$ cat config.mk
export PLATFORM = sky130hd
export DESIGN_NAME = rc_frame_decoder_top_flat
export DESIGN_NICKNAME = d
export VERILOG_FILES = /design/src/rcfd_pkg.sv /design/src/rcfd_in_if.sv /design/src/rcfd_out_if.sv /design/src/rcfd_cfg_if.sv /design/src/rcfd_capture.sv /design/src/rcfd_decode.sv /design/src/rc_frame_decoder_top.sv /design/src/flat_wrapper.sv
export SDC_FILE = /design/constraint.sdc
export NUM_CORES = 1
export LEC_CHECK = 0
export BUFFER_PORTS_ARGS = -buffer_cell sky130_fd_sc_hd__buf_2
export CORE_ASPECT_RATIO = 0.9
export CORE_MARGIN = 5
export CORE_UTILIZATION = 61
export CTS_BUF_LIST = sky130_fd_sc_hd__clkbuf_4 sky130_fd_sc_hd__clkbuf_8
export DETAILED_ROUTE_END_ITERATION = 8
export GPL_TIMING_DRIVEN = 0
export PLACE_DENSITY_LB_ADDON = 0.1
export SYNTH_ARGS = -nofsm -noshare
export SYNTH_HDL_FRONTEND = slang
export SYNTH_SLANG_ARGS = --single-unit
$ cat constraint.sdc
create_clock -name clk -period 26.8 [get_ports clk]
set_input_delay 4.02 -clock clk [delete_from_list [all_inputs] [get_ports clk]]
set_output_delay 4.02 -clock clk [all_outputs]
set_load 0.005 [all_outputs]
$ cat src/rcfd_pkg.sv
// ============================================================================
// rcfd_pkg: shared types, constants and decode functions
// Frame layout constants, configuration register codes and the per-channel
// stick and mouse conversion used by the remote-control frame decoder.
// ============================================================================
`default_nettype none

package rcfd_pkg;

    localparam int unsigned STORE_DEPTH = 16;
    localparam int unsigned COUNT_W     = 5;
    localparam int unsigned FRAME_BYTES = 18;
    localparam int unsigned CFG_IDX_W   = 2;

    localparam logic [COUNT_W-1:0] COUNT_MAX   = 5'd31;
    localparam logic [COUNT_W-1:0] FRAME_COUNT = COUNT_W'(FRAME_BYTES);

    // Configuration register indexes
    localparam logic [CFG_IDX_W-1:0] CFG_STICK_CENTER = 2'd0;
    localparam logic [CFG_IDX_W-1:0] CFG_STICK_LIMIT  = 2'd1;
    localparam logic [CFG_IDX_W-1:0] CFG_DEADBAND     = 2'd2;
    localparam logic [CFG_IDX_W-1:0] CFG_MOUSE_LIMIT  = 2'd3;

    // Reset values of the configuration registers
    localparam logic [10:0] RST_STICK_CENTER = 11'd1024;
    localparam logic [10:0] RST_STICK_LIMIT  = 11'd665;
    localparam logic [9:0]  RST_DEADBAND     = 10'd10;
    localparam logic [14:0] RST_MOUSE_LIMIT  = 15'd60;

    typedef logic [STORE_DEPTH-1:0][7:0] frame_t;

    typedef struct packed {
        logic [10:0] stick_center;
        logic [10:0] stick_limit;
        logic [9:0]  deadband;
        logic [14:0] mouse_limit;
    } cfg_regs_t;

    typedef struct packed {
        logic               snap_valid;
        logic [COUNT_W-1:0] byte_count;
    } cap_status_t;

    // Center a raw stick channel, zero it out of range, optionally deadband,
    // then saturate to the 11-bit signed output range.
    function automatic logic signed [10:0] stick_value(
        input logic [10:0] raw,
        input logic [10:0] center,
        input logic [10:0] limit,
        input logic [9:0]  dband,
        input logic        use_db
    );
        logic signed [12:0] v;
        logic signed [12:0] lim;
        logic signed [12:0] db;
        v   = $signed({2'b00, raw}) - $signed({2'b00, center});
        lim = $signed({2'b00, limit});
        db  = $signed({3'b000, dband});
        if (v >= lim || v <= -lim)
            v = '0;
        if (use_db && v <= db && v >= -db)
            v = '0;
        if (v > 13'sd1023)
            v = 13'sd1023;
        if (v < -13'sd1024)
            v = -13'sd1024;
        return $signed(v[10:0]);
    endfunction

    // Symmetric clamp of a little-endian two's complement mouse value.
    function automatic logic signed [15:0] mouse_clamp(
        input logic [7:0]  lo,
        input logic [7:0]  hi,
        input logic [14:0] limit
    );
        logic signed [16:0] v;
        logic signed [16:0] lim;
        v   = $signed({hi[7], hi, lo});
        lim = $signed({2'b00, limit});
        if (v > lim)
            v = lim;
        else if (v < -lim)
            v = -lim;
        return $signed(v[15:0]);
    endfunction

endpackage

`default_nettype wire

$ cat src/rcfd_in_if.sv
// ============================================================================
// rcfd_in_if: serial byte channel
// Carries one received byte or one line-idle event per item.
// ============================================================================
`default_nettype none

interface rcfd_in_if;
    logic       valid;
    logic       ready;
    logic       is_idle;
    logic [7:0] data_byte;

    modport source (output valid, output is_idle, output data_byte, input ready);
    modport sink   (input valid, input is_idle, input data_byte, output ready);
endinterface

`default_nettype wire

$ cat src/rcfd_out_if.sv
// ============================================================================
// rcfd_out_if: decoded frame channel
// Carries one decoded remote-control frame per item.
// ============================================================================
`default_nettype none

interface rcfd_out_if;
    logic               valid;
    logic               ready;
    logic signed [10:0] right_x;
    logic signed [10:0] right_y;
    logic signed [10:0] left_x;
    logic signed [10:0] left_y;
    logic [1:0]         switch_left;
    logic [1:0]         switch_right;
    logic signed [16:0] mouse_x_twice_avg;
    logic signed [16:0] mouse_y_twice_avg;
    logic signed [15:0] mouse_z;
    logic [15:0]        mouse_buttons;
    logic [15:0]        key_bits;

    modport source (
        output valid, input ready,
        output right_x, output right_y, output left_x, output left_y,
        output switch_left, output switch_right,
        output mouse_x_twice_avg, output mouse_y_twice_avg, output mouse_z,
        output mouse_buttons, output key_bits
    );
    modport sink (
        input valid, output ready,
        input right_x, input right_y, input left_x, input left_y,
        input switch_left, input switch_right,
        input mouse_x_twice_avg, input mouse_y_twice_avg, input mouse_z,
        input mouse_buttons, input key_bits
    );
endinterface

`default_nettype wire

$ cat src/rcfd_cfg_if.sv
// ============================================================================
// rcfd_cfg_if: configuration write channel
// Carries a register index and write data per write.
// ============================================================================
`default_nettype none

interface rcfd_cfg_if;
    logic        valid;
    logic        ready;
    logic [1:0]  index;
    logic [14:0] data;

    modport source (output valid, output index, output data, input ready);
    modport sink   (input valid, input index, input data, output ready);
endinterface

`default_nettype wire

$ cat src/rcfd_capture.sv
// ============================================================================
// rcfd_capture: byte counter, frame store and frame snapshot
// Counts bytes per frame, keeps the first sixteen, and on a good idle copies
// the store into a snapshot register for the decode stage.
// ============================================================================
`default_nettype none

module rcfd_capture (
    input  wire logic                 clk,
    input  wire logic                 rst_n,
    rcfd_in_if.sink                   byte_in,
    input  wire logic                 advance,
    output rcfd_pkg::frame_t          frame,
    output rcfd_pkg::cap_status_t     status
);
    import rcfd_pkg::*;

    logic [7:0]         store_reg [STORE_DEPTH];
    logic [COUNT_W-1:0] count_reg;
    logic [COUNT_W-1:0] count_next;
    logic               snap_valid_reg;
    logic               snap_valid_next;
    frame_t             snap_reg;
    logic               accept;
    logic               hit;
    frame_t             store_flat;

    assign byte_in.ready = !snap_valid_reg || advance;
    assign accept        = byte_in.valid && byte_in.ready;
    assign hit           = accept && byte_in.is_idle && (count_reg == FRAME_COUNT);

    always_comb
    begin
        for (int i = 0; i < STORE_DEPTH; i++)
        begin
            store_flat[i] = store_reg[i];
        end
    end

    always_comb
    begin
        count_next = count_reg;
        if (accept)
        begin
            if (byte_in.is_idle)
                count_next = '0;
            else if (count_reg != COUNT_MAX)
                count_next = count_reg + 1'b1;
        end
    end

    always_comb
    begin
        snap_valid_next = snap_valid_reg;
        if (hit)
            snap_valid_next = 1'b1;
        else if (advance)
            snap_valid_next = 1'b0;
    end

    always_ff @(posedge clk or negedge rst_n)
    begin
        if (!rst_n)
        begin
            count_reg      <= '0;
            snap_valid_reg <= 1'b0;
        end
        else
        begin
            count_reg      <= count_next;
            snap_valid_reg <= snap_valid_next;
        end
    end

    // Store only the first sixteen bytes of a frame
    always_ff @(posedge clk)
    begin
        if (accept && !byte_in.is_idle && !count_reg[COUNT_W-1])
            store_reg[count_reg[COUNT_W-2:0]] <= byte_in.data_byte;
    end

    always_ff @(posedge clk)
    begin
        if (hit)
            snap_reg <= store_flat;
    end

    assign frame             = snap_reg;
    assign status.snap_valid = snap_valid_reg;
    assign status.byte_count = count_reg;

endmodule

`default_nettype wire

$ cat src/rcfd_decode.sv
// ============================================================================
// rcfd_decode: frame field decode and result register
// Unpacks sticks, switches, mouse and keys from a snapshot and holds the
// result until taken; keeps the previous clamped mouse x and y.
// ============================================================================
`default_nettype none

module rcfd_decode (
    input  wire logic                   clk,
    input  wire logic                   rst_n,
    input  wire rcfd_pkg::cfg_regs_t    cfg_regs,
    input  wire rcfd_pkg::frame_t       frame,
    input  wire logic                   snap_valid,
    output logic                        advance,
    rcfd_out_if.source                  frame_out
);
    import rcfd_pkg::*;

    logic               out_valid_reg;
    logic               load;
    logic [10:0]        raw_rx;
    logic [10:0]        raw_ry;
    logic [10:0]        raw_lx;
    logic [10:0]        raw_ly;
    logic signed [15:0] mx;
    logic signed [15:0] my;
    logic signed [15:0] prev_mx_reg;
    logic signed [15:0] prev_my_reg;

    assign advance = !out_valid_reg || frame_out.ready;
    assign load    = snap_valid && advance;

    assign raw_rx = {frame[1][2:0], frame[0]};
    assign raw_ry = {frame[2][5:0], frame[1][7:3]};
    assign raw_lx = {frame[4][0], frame[3], frame[2][7:6]};
    assign raw_ly = {frame[5][3:0], frame[4][7:1]};

    assign mx = mouse_clamp(frame[6], frame[7], cfg_regs.mouse_limit);
    assign my = mouse_clamp(frame[8], frame[9], cfg_regs.mouse_limit);

    always_ff @(posedge clk or negedge rst_n)
    begin
        if (!rst_n)
        begin
            out_valid_reg <= 1'b0;
            prev_mx_reg   <= '0;
            prev_my_reg   <= '0;
        end
        else
        begin
            if (advance)
                out_valid_reg <= snap_valid;
            if (load)
            begin
                prev_mx_reg <= mx;
                prev_my_reg <= my;
            end
        end
    end

    always_ff @(posedge clk)
    begin
        if (load)
        begin
            frame_out.right_x <= stick_value(raw_rx, cfg_regs.stick_center,
                                             cfg_regs.stick_limit, cfg_regs.deadband, 1'b1);
            frame_out.right_y <= stick_value(raw_ry, cfg_regs.stick_center,
                                             cfg_regs.stick_limit, cfg_regs.deadband, 1'b1);
            frame_out.left_x  <= stick_value(raw_lx, cfg_regs.stick_center,
                                             cfg_regs.stick_limit, cfg_regs.deadband, 1'b0);
            frame_out.left_y  <= stick_value(raw_ly, cfg_regs.stick_center,
                                             cfg_regs.stick_limit, cfg_regs.deadband, 1'b0);
            frame_out.switch_left       <= frame[5][7:6];
            frame_out.switch_right      <= frame[5][5:4];
            frame_out.mouse_x_twice_avg <= {mx[15], mx} + {prev_mx_reg[15], prev_mx_reg};
            frame_out.mouse_y_twice_avg <= {my[15], my} + {prev_my_reg[15], prev_my_reg};
            frame_out.mouse_z           <= $signed({frame[11], frame[10]});
            frame_out.mouse_buttons     <= {frame[13], frame[12]};
            frame_out.key_bits          <= {frame[15], frame[14]};
        end
    end

    assign frame_out.valid = out_valid_reg;

endmodule

`default_nettype wire

$ cat src/rc_frame_decoder_top.sv
// ============================================================================
// rc_frame_decoder_top: remote-control frame decoder
// Assembles serial bytes into frames and decodes good frames into stick,
// switch, mouse and keyboard fields.
// ============================================================================
// Usage:
//   byte_in    - one item per received byte (is_idle = 0) or per line-idle
//                gap (is_idle = 1). An idle closes the frame; the frame is
//                decoded only when exactly FRAME_BYTES bytes came before it.
//   frame_out  - one item per good frame. Frames of any other length are
//                dropped without a trace; the mouse history is kept.
//   cfg        - register writes (stick center, stick limit, deadband, mouse
//                limit), always ready; write only while the block is quiet.
// Timing: one item per cycle on byte_in while byte_in.ready is high. A good
//   idle's frame passes first into the frame snapshot register, then through
//   the decode logic into the result register.
// Stall: a waiting result holds while frame_out.ready is low; byte_in keeps
//   accepting until a second good frame queues in the snapshot register,
//   which takes at least FRAME_BYTES + 1 items.
// Reset: the byte count, mouse history and both valid flags clear; the
//   configuration registers return to their defaults. The frame store has
//   no reset, since a decoded frame always overwrites every byte read.
// ============================================================================
`default_nettype none

module rc_frame_decoder_top (
    input  wire logic  clk,
    input  wire logic  rst_n,
    rcfd_in_if.sink    byte_in,
    rcfd_out_if.source frame_out,
    rcfd_cfg_if.sink   cfg
);
    import rcfd_pkg::*;

    cfg_regs_t   cfg_reg;
    frame_t      frame;
    cap_status_t cap_status;
    logic        advance;
    logic        cfg_write;

    // Configuration registers: writes always land
    assign cfg.ready = 1'b1;
    assign cfg_write = cfg.valid && cfg.ready;

    always_ff @(posedge clk or negedge rst_n)
    begin
        if (!rst_n)
        begin
            cfg_reg.stick_center <= RST_STICK_CENTER;
            cfg_reg.stick_limit  <= RST_STICK_LIMIT;
            cfg_reg.deadband     <= RST_DEADBAND;
            cfg_reg.mouse_limit  <= RST_MOUSE_LIMIT;
        end
        else if (cfg_write)
        begin
            unique case (cfg.index)
                CFG_STICK_CENTER: cfg_reg.stick_center <= cfg.data[10:0];
                CFG_STICK_LIMIT:  cfg_reg.stick_limit  <= cfg.data[10:0];
                CFG_DEADBAND:     cfg_reg.deadband     <= cfg.data[9:0];
                CFG_MOUSE_LIMIT:  cfg_reg.mouse_limit  <= cfg.data;
                default:          cfg_reg.deadband     <= cfg_reg.deadband;
            endcase
        end
    end

    // Count and store bytes; snapshot a good frame
    rcfd_capture u_capture (
        .clk     (clk),
        .rst_n   (rst_n),
        .byte_in (byte_in),
        .advance (advance),
        .frame   (frame),
        .status  (cap_status)
    );

    // Decode the snapshot into the result register
    rcfd_decode u_decode (
        .clk        (clk),
        .rst_n      (rst_n),
        .cfg_regs   (cfg_reg),
        .frame      (frame),
        .snap_valid (cap_status.snap_valid),
        .advance    (advance),
        .frame_out  (frame_out)
    );

    // A snapshot that moves on must show up as a result
    a_snap_to_out: assert property (@(posedge clk) disable iff (!rst_n)
        cap_status.snap_valid && advance |=> frame_out.valid)
        else $error("snapshot advanced without a result");

    // Input stalls only when both stages hold a frame and the output is blocked
    a_stall_cause: assert property (@(posedge clk) disable iff (!rst_n)
        !byte_in.ready |-> cap_status.snap_valid && frame_out.valid && !frame_out.ready)
        else $error("input stalled without a full pipeline");

    // An accepted idle always restarts the byte count
    a_idle_clears: assert property (@(posedge clk) disable iff (!rst_n)
        byte_in.valid && byte_in.ready && byte_in.is_idle |=> cap_status.byte_count == '0)
        else $error("byte count not cleared by idle");

endmodule

`default_nettype wire

$ cat src/flat_wrapper.sv
// flat-port wrapper written by rule: the top's interface ports become plain ports
module rc_frame_decoder_top_flat import rcfd_pkg::*;
  (clk, rst_n, byte_in_valid, byte_in_is_idle, byte_in_data_byte, byte_in_ready, frame_out_valid, frame_out_ready, frame_out_right_x, frame_out_right_y, frame_out_left_x, frame_out_left_y, frame_out_switch_left, frame_out_switch_right, frame_out_mouse_x_twice_avg, frame_out_mouse_y_twice_avg, frame_out_mouse_z, frame_out_mouse_buttons, frame_out_key_bits, cfg_valid, cfg_index, cfg_data, cfg_ready);
  rcfd_in_if byte_in_i ();
  rcfd_out_if frame_out_i ();
  rcfd_cfg_if cfg_i ();
  input  wire logic clk;
  input  wire logic rst_n;
  input wire logic [$bits(byte_in_i.valid)-1:0] byte_in_valid;
  input wire logic [$bits(byte_in_i.is_idle)-1:0] byte_in_is_idle;
  input wire logic [$bits(byte_in_i.data_byte)-1:0] byte_in_data_byte;
  output wire logic [$bits(byte_in_i.ready)-1:0] byte_in_ready;
  output wire logic [$bits(frame_out_i.valid)-1:0] frame_out_valid;
  input wire logic [$bits(frame_out_i.ready)-1:0] frame_out_ready;
  output wire logic [$bits(frame_out_i.right_x)-1:0] frame_out_right_x;
  output wire logic [$bits(frame_out_i.right_y)-1:0] frame_out_right_y;
  output wire logic [$bits(frame_out_i.left_x)-1:0] frame_out_left_x;
  output wire logic [$bits(frame_out_i.left_y)-1:0] frame_out_left_y;
  output wire logic [$bits(frame_out_i.switch_left)-1:0] frame_out_switch_left;
  output wire logic [$bits(frame_out_i.switch_right)-1:0] frame_out_switch_right;
  output wire logic [$bits(frame_out_i.mouse_x_twice_avg)-1:0] frame_out_mouse_x_twice_avg;
  output wire logic [$bits(frame_out_i.mouse_y_twice_avg)-1:0] frame_out_mouse_y_twice_avg;
  output wire logic [$bits(frame_out_i.mouse_z)-1:0] frame_out_mouse_z;
  output wire logic [$bits(frame_out_i.mouse_buttons)-1:0] frame_out_mouse_buttons;
  output wire logic [$bits(frame_out_i.key_bits)-1:0] frame_out_key_bits;
  input wire logic [$bits(cfg_i.valid)-1:0] cfg_valid;
  input wire logic [$bits(cfg_i.index)-1:0] cfg_index;
  input wire logic [$bits(cfg_i.data)-1:0] cfg_data;
  output wire logic [$bits(cfg_i.ready)-1:0] cfg_ready;
  assign byte_in_i.valid = byte_in_valid;
  assign byte_in_i.is_idle = byte_in_is_idle;
  assign byte_in_i.data_byte = byte_in_data_byte;
  assign byte_in_ready = byte_in_i.ready;
  assign frame_out_valid = frame_out_i.valid;
  assign frame_out_i.ready = frame_out_ready;
  assign frame_out_right_x = frame_out_i.right_x;
  assign frame_out_right_y = frame_out_i.right_y;
  assign frame_out_left_x = frame_out_i.left_x;
  assign frame_out_left_y = frame_out_i.left_y;
  assign frame_out_switch_left = frame_out_i.switch_left;
  assign frame_out_switch_right = frame_out_i.switch_right;
  assign frame_out_mouse_x_twice_avg = frame_out_i.mouse_x_twice_avg;
  assign frame_out_mouse_y_twice_avg = frame_out_i.mouse_y_twice_avg;
  assign frame_out_mouse_z = frame_out_i.mouse_z;
  assign frame_out_mouse_buttons = frame_out_i.mouse_buttons;
  assign frame_out_key_bits = frame_out_i.key_bits;
  assign cfg_i.valid = cfg_valid;
  assign cfg_i.index = cfg_index;
  assign cfg_i.data = cfg_data;
  assign cfg_ready = cfg_i.ready;
  rc_frame_decoder_top u_core (.clk(clk), .rst_n(rst_n), .byte_in(byte_in_i), .frame_out(frame_out_i), .cfg(cfg_i));
endmodule
# After elaboration in Yosys (flattened, before gate mapping)
# Memory sizes are Yosys's and may differ from the RTL's. A register that Yosys moved wholly into a read port is not among the register bits.
# Index checks and enable logic that the tools add are counted.
# word_totals
reg_bits,216
mem_bits_rw,128
in_bits,31
output_inout_bits,133
wordCells,116
n_memories,1
# classes
add_sub_neg,10
magnitude_cmp,24
n_eq_ne,5
muxes,30
n_reduce_logical,26
# mem_list
name,depth,word_bits,rd,rd_clocked_by_memory_dff,wr,line,text
u_core.u_capture.store_reg,16,8,16,16,1,rcfd_capture.sv:18,logic [7:0] store_reg [STORE_DEPTH];
# op_table
operator,n
$mux W13,20
$mux W16,4
$gt A13 B11 Y1 const B,4
$le A12 B13 Y1,4
$lt A13 B11 Y1 const B,4
$ge A12 B12 Y1,4
$sub A11 B11 Y12,4
$add A16 B16 Y17,2
$lt A16 B17 Y1,2
$gt A16 B16 Y1,2
$ge A13 B13 Y1,2
$le A13 B11 Y1,2
$neg A15 Y17,1
$neg A10 Y13,1
$neg A11 Y13,1
$mux W5,2
$reduce_and A2 Y1,5
$logic_and A1 B1 Y1,8
$logic_or A1 B1 Y1,6
$add A5 B1 Y5 const B,1
$eq A5 B5 Y1 const B,1
$ne A5 B5 Y1 const B,1
$eq A2 B2 Y1 const B,2
$logic_not A1 Y1,4
4 further kinds,8

# Logic depth before layout (Yosys ltp)
# depth
ltp_word,13
mapped_depth,33
depth_no_buf,31

# Cells and area by module
# Synthesis repeated with hierarchy kept, for this count alone.
# unflattened
cells_unflattened,2037
hier_area_um2,25366.8
# modules_own_cells
module,n_inst,cells_each,area_per_inst_um2,seq_area_each_um2
rcfd_decode,1,1605,15280.9,4729.5
rcfd_capture,1,328,8250.4,7837.5
rc_frame_decoder_top,1,104,1835.5,1191.1

# Least setup slack after synthesis
# Ideal clock, no wire load.
# synth_path
kind,input-to-reg
start,in frame_out_ready
end,reg u_core.u_capture.snap_valid_reg
setup_ns,0.156
arrival_time_ns,17.561
required_time_ns,26.644
path_slack_ns,9.083
cell_stages,5
n_path_buf,0
path_cell_list,nand2b_1 -> or2_2 -> nand2_1 -> nor4_1 -> o21bai_1
# synth_via
elab_chain_cells,6
# synth_rtl
element,line,text
from (decl),flat_wrapper.sv:14,input wire logic [$bits(frame_out_i.ready)-1:0] frame_out_ready;
$logic_or A1 B1 Y1 (*),rcfd_decode.sv:30,assign advance = !out_valid_reg || frame_out.ready;
$logic_or A1 B1 Y1 (*),rcfd_capture.sv:28,assign byte_in.ready = !snap_valid_reg || advance;
net byte_in_ready,flat_wrapper.sv:12,output wire logic [$bits(byte_in_i.ready)-1:0] byte_in_ready;
$logic_and A1 B1 Y1 (*),rcfd_capture.sv:29,assign accept = byte_in.valid && byte_in.ready;
$logic_and A1 B1 Y1 (*) (2 in a row),rcfd_capture.sv:30,assign hit = accept && byte_in.is_idle && (count_reg == FRAME_COUNT);
net u_core.u_capture.hit,rcfd_capture.sv:25,logic hit;
$mux W1 / $reduce_bool A2 Y1 (equally long branches),n/a,
to (signal assigned),rcfd_capture.sv:71,snap_valid_reg <= snap_valid_next;
to (decl),rcfd_capture.sv:21,logic snap_valid_reg;
# The timed path passes the listed nets; every way through them passes the cells marked *.
# A chain may end at the register's enable or synchronous reset.

# Worst setup path in the final report
# layout_path
start,in frame_out_ready
end,out byte_in_ready
# layout_via
elab_chain_cells,2
# layout_rtl
element,line
$logic_or A1 B1 Y1,rcfd_decode.sv:30
$logic_or A1 B1 Y1,rcfd_capture.sv:28
to (decl),flat_wrapper.sv:12
# No other way between the ends.

==> results by stage <==
Status:
- The flow ran to the end, and the final reports show no timing, DRC or antenna violations.

CTS:
- The clock tree from TritonCTS is done.
- The number of buffers added by the clock tree synthesis step is 75.
- The tree is rooted in a clkbuf_8.
- The clock transition at the registers of the reported paths is 60 ps.
- The number of buffers inserted by hold repair at cts is 0.
- The number of post-CTS setup repair buffers is 0.
- The CTS sink count is between 400 and 500.
- The worst-skew pair later-pin latency is 660 ps.
- The H-tree was split into 3 levels.
- The post-cts gate resize count is 0.
- The buffer levels on the longest clock path is 3.

Synthesis:
- By area the synthesized netlist is led by edfxtp_1 46%, ha_1 14%, dfrtp_1 7.4%.
- The mean instance size in the synthesized netlist is roughly 12 um2.
- The share of synthesized area occupied by flip-flops and latches is 55.02%.
- The fraction of registers with async set/reset is 18.22%.
- The count of flip-flops with a built-in enable after synthesis is 386.
- Synthesis handed over a netlist of 2,062 instances.
- The cell type with the largest total area after synthesis is edfxtp_1.
- The synthesized area is 25,010 um2.
- The synthesized design contains 472 register bits.
- The flip-flop cell with the highest count after synthesis is edfxtp_1.
- The synthesized netlist net count is between 2,000 and 2,500.
- The post-synthesis cell type count is about 80.
- The Yosys step of the flow raised 0 warnings.
- The share of the synthesized area in the top cell type is 46.35%.

Setup path:
- Across all register-to-register paths, the minimum setup slack is between 15,000 and 20,000 ps.
- The maximum fanout encountered on the critical timing path is 4.
- The cell family with the largest share of critical-path delay is simple AND/OR/NAND/NOR gates.
- The required time reported for the critical path endpoint is ~23,000 ps.
- At the worst endpoint, the arrival time is approximately 4800 ps.
- The critical path buffer and inverter count is 2.
- The origin of the critical flop-to-flop path is u_core.cfg_reg[0]$_DFFE_PN0P_.
- Counting cells, the worst reg-to-reg path comes to 25.
- The kind of start point of the critical path is an input pin.
- The delay of the slowest critical-path stage is between 300 and 400 ps.
- The signal on the critical path passes through buf_2, nand2b_1, or2_2, buf_2.
- The critical setup path kind is input pin to output port.
- The most frequent cell on the critical path is buf_2.
- The slowest cell on the critical path is or2_2.
- The worst register-to-register path ends at u_core.u_decode.frame_out.mouse_x_twice_avg[16]$_DFFE_PP_.
- The kind of end point of the critical path is an output port.

Timing:
- The hold violation total from the final report is 0.
- The setup TNS after final layout is 0 ps.
- Setup slack on the critical path of the routed design comes to 18,000 ps.
- Setup violations remaining at the end of the flow were counted as 0.
- The number of max-slew violations in the final report is 0.
- After layout, the minimum clock period comes to between 8000 and 9000 ps.
- The relative slew slack is around 16%.
- The ratio of final minimum period to clock period is ~33%.
- The setup skew after layout is roughly 26 ps.
- Setup repair after global routing left no endpoint under its margin.
- The slew of the pin with the lowest slew margin is about 1200 ps.
- Static timing analysis puts the maximum clock frequency at 113.6 MHz.
- The worst hold slack is 404.6 ps.

Floorplan:
- The number of top-level pins is 164.
- The area of the core is 40,550 um2.
- The die covers between 40,000 and 50,000 um2.
- From left edge to right edge, the die measures ~220 um.
- The floorplan has 70 rows.
- The die is between 200 and 250 um tall.
- For this configuration, the core starts out at a cell density of 61.67%.

Power and ir drop:
- The leakage power summed over all cells is approximately 11 nW.
- The maximum ir drop on the vdd rail is roughly 0.000067 V.
- Dividing total power by cell area gives a power density of roughly 74 nW/um2.
- Summing internal, switching and leakage power gives around 2.1 mW.

Global route:
- The initial antenna violation count is 2.
- The via count of the first global-routing pass was ~18,000.
- Across every metal layer, demand over resource in global routing totals approximately 28%.
- The wire length of the first global-routing pass is roughly 97,000 um.
- Entering global routing, the biggest net connects 73 pins.
- The total overflow left after global routing is 0.

Min path:
- The path with the worst hold slack has its endpoint at u_core.u_capture.frame[43]$_DFFE_PP_.
- The cell count of the worst hold path is 0.
- In this run the most critical hold path is launched from u_core.u_capture.store_reg[5][3]$_DFFE_PP_.
- The type of the worst min-delay path is register to register.

Place:
- After detailed placement, the total cell area comes to between 20,000 and 30,000 um2.
- Detailed placement ended at an HPWL of approximately 47,000 um.
- The placer's final routability congestion estimate is just under 1.
- In this run the tool buffered the top-level ports with ~160 buffer cells.
- The worst slack at placement is 18,020 ps.

Cells and area:
- The area growth from synthesis to layout is 12.76%.
- With fillers left out, the area of the finished cells amounts to 28,200 um2.
- The post-route netlist has 17.17% of its cells at a drive strength greater than 1.
- After the last flow step, the layout net total stands at about 2,600.

Route:
- The detailed-route DRC error count is 0.
- The pre-antenna-repair detailed-routing pass consisted of 6 iterations.
- The DRC violation total after the first TritonRoute iteration is approximately 1,400.
- The number of nets with antenna violations after detailed routing is 0.
- Dividing the detail-routed wire length by the instance count gives 21.55 um.
- Dividing the detail-routed via count by the number of cells gives approximately 6.0.
- The total wirelength of the detailed-routed design is between 60,000 and 70,000 um.
- The final route contains about 18,000 vias.

Job:
- Across the run, the number of max-cap violations was 0.
## worst register-to-register path: stages, from the launching register on
cell       delay, ps
dfrtp_1          490
inv_1            160
ha_1             350
nand4_1          310
nor3_1           830
nand3_1          390
xnor2_1          270
ha_1             390
nand3_1          120
a211oi_1         360
nor3_1           120
o21ai_1          730
nand2b_1         440
buf_2            330
mux2i_1          420
ha_1             280
fa_1             210
a21o_1           130
a21oi_1           90
nor2b_1          120
o21a_1           140
o41ai_1          110
o311a_1          370
a2111oi_0        640
o21ai_1          150
a31o_2           280
## how the worst max path moves through the flow
stage	from	end	slack [ps]	cells past startpoint
2_1_floorplan	frame_out_ready	u_core.u_capture.snap_valid_reg$_DFFE_PN0P_	9080	5
3_3_place_gp	frame_out_ready	u_core.u_capture.snap_valid_reg$_DFFE_PN0P_	3830	6
3_5_place_dp	frame_out_ready	byte_in_ready	18020	4
4_1_cts	frame_out_ready	byte_in_ready	18000	4
5_1_grt	frame_out_ready	byte_in_ready	17970	4
6_report	frame_out_ready	byte_in_ready	18000	4
## cells in the mapped netlist (all sizes together), types with 32 or more instances
cell type  count
o21a          35
mux2          49
nor3          66
o21ai        137
xnor2         55
inv          115
clkbuf        32
nand3         46
nand2        120
nand2b        33
dfrtp         74
edfxtp       386
nor2b         39
ha           280
a21oi        132
nor2         132
## per-stage QoR
step                utilization (%)  instances
floorplan                         -       2062
global placement              65.33       2764
detailed placement            65.88       2783
CTS                           69.52       2916
global route                  69.53       2917
finish                        69.54       2918
## layer usage
metal  global-route usage, %  wire, um
met5                       0        13
met3                   6.274      3777
met4                   9.626      2062
met1                   36.07     26650
met2                   45.74     30380
## kinds of logic (layout without fill, tap and decap cells)
logic type | Yosys count | count (layout) | synth area share [%]
xor+xnor | 77 | 77 | 2.697
compound gates | 461 | 461 | 11.71
mux | 64 | 64 | 2.807
buf+inv | 162 | 476 | 2.532
fa+ha+maj | 286 | 286 | 14.49
flops | 472 | 472 | 55.02
other cells | 1 | 3 | 0.01500
simple gates | 539 | 539 | 10.73
## area by class of cell
type	instances	area (um2)
sequential	472	13760
fill	2910	12350
multi-input combinational	1428	10620
clock buffer	107	1279
timing repair buffer	181	1023
tap	540	675.6
inverter	116	435.4
buffer	46	201.4
clock inverter	26	197.7
antenna	2	5.005
## where the power goes
| part | internal [mW] | switching (mW) |
|---|---|---|
| logic | 0.239 | 0.397 |
| registers | 0.823 | 0.0165 |
| clock network | 0.323 | 0.284 |
| total | 1.38 | 0.697 |
## cell usage in the layout (no fill, tap or decap), drive strengths merged, types with 8 or more instances in the layout
master	synthesis	layout
o32ai	8	8
ha	280	280
or3	13	13
nor2	132	132
dfrtp	74	74
o21a	35	35
buf	14	195
a31oi	10	10
and3	9	9
xor2	22	22
o21ai	137	137
a21oi	132	132
nand2	120	120
a211oi	13	13
nand2b	33	33
o22ai	11	11
nand3	46	46
xnor2	55	55
or2	8	8
nand4	21	21
and2	10	10
a21o	26	26
clkbuf	32	139
a221oi	14	14
a2111oi	9	9
mux2	49	49
clkinv	1	19
nor4	16	16
o21bai	10	10
o211ai	11	11
nor2b	39	39
edfxtp	386	386
nor3	66	66
dfstp	12	12
mux2i	15	15
inv	115	121
Power figures use the tool's default switching activity.
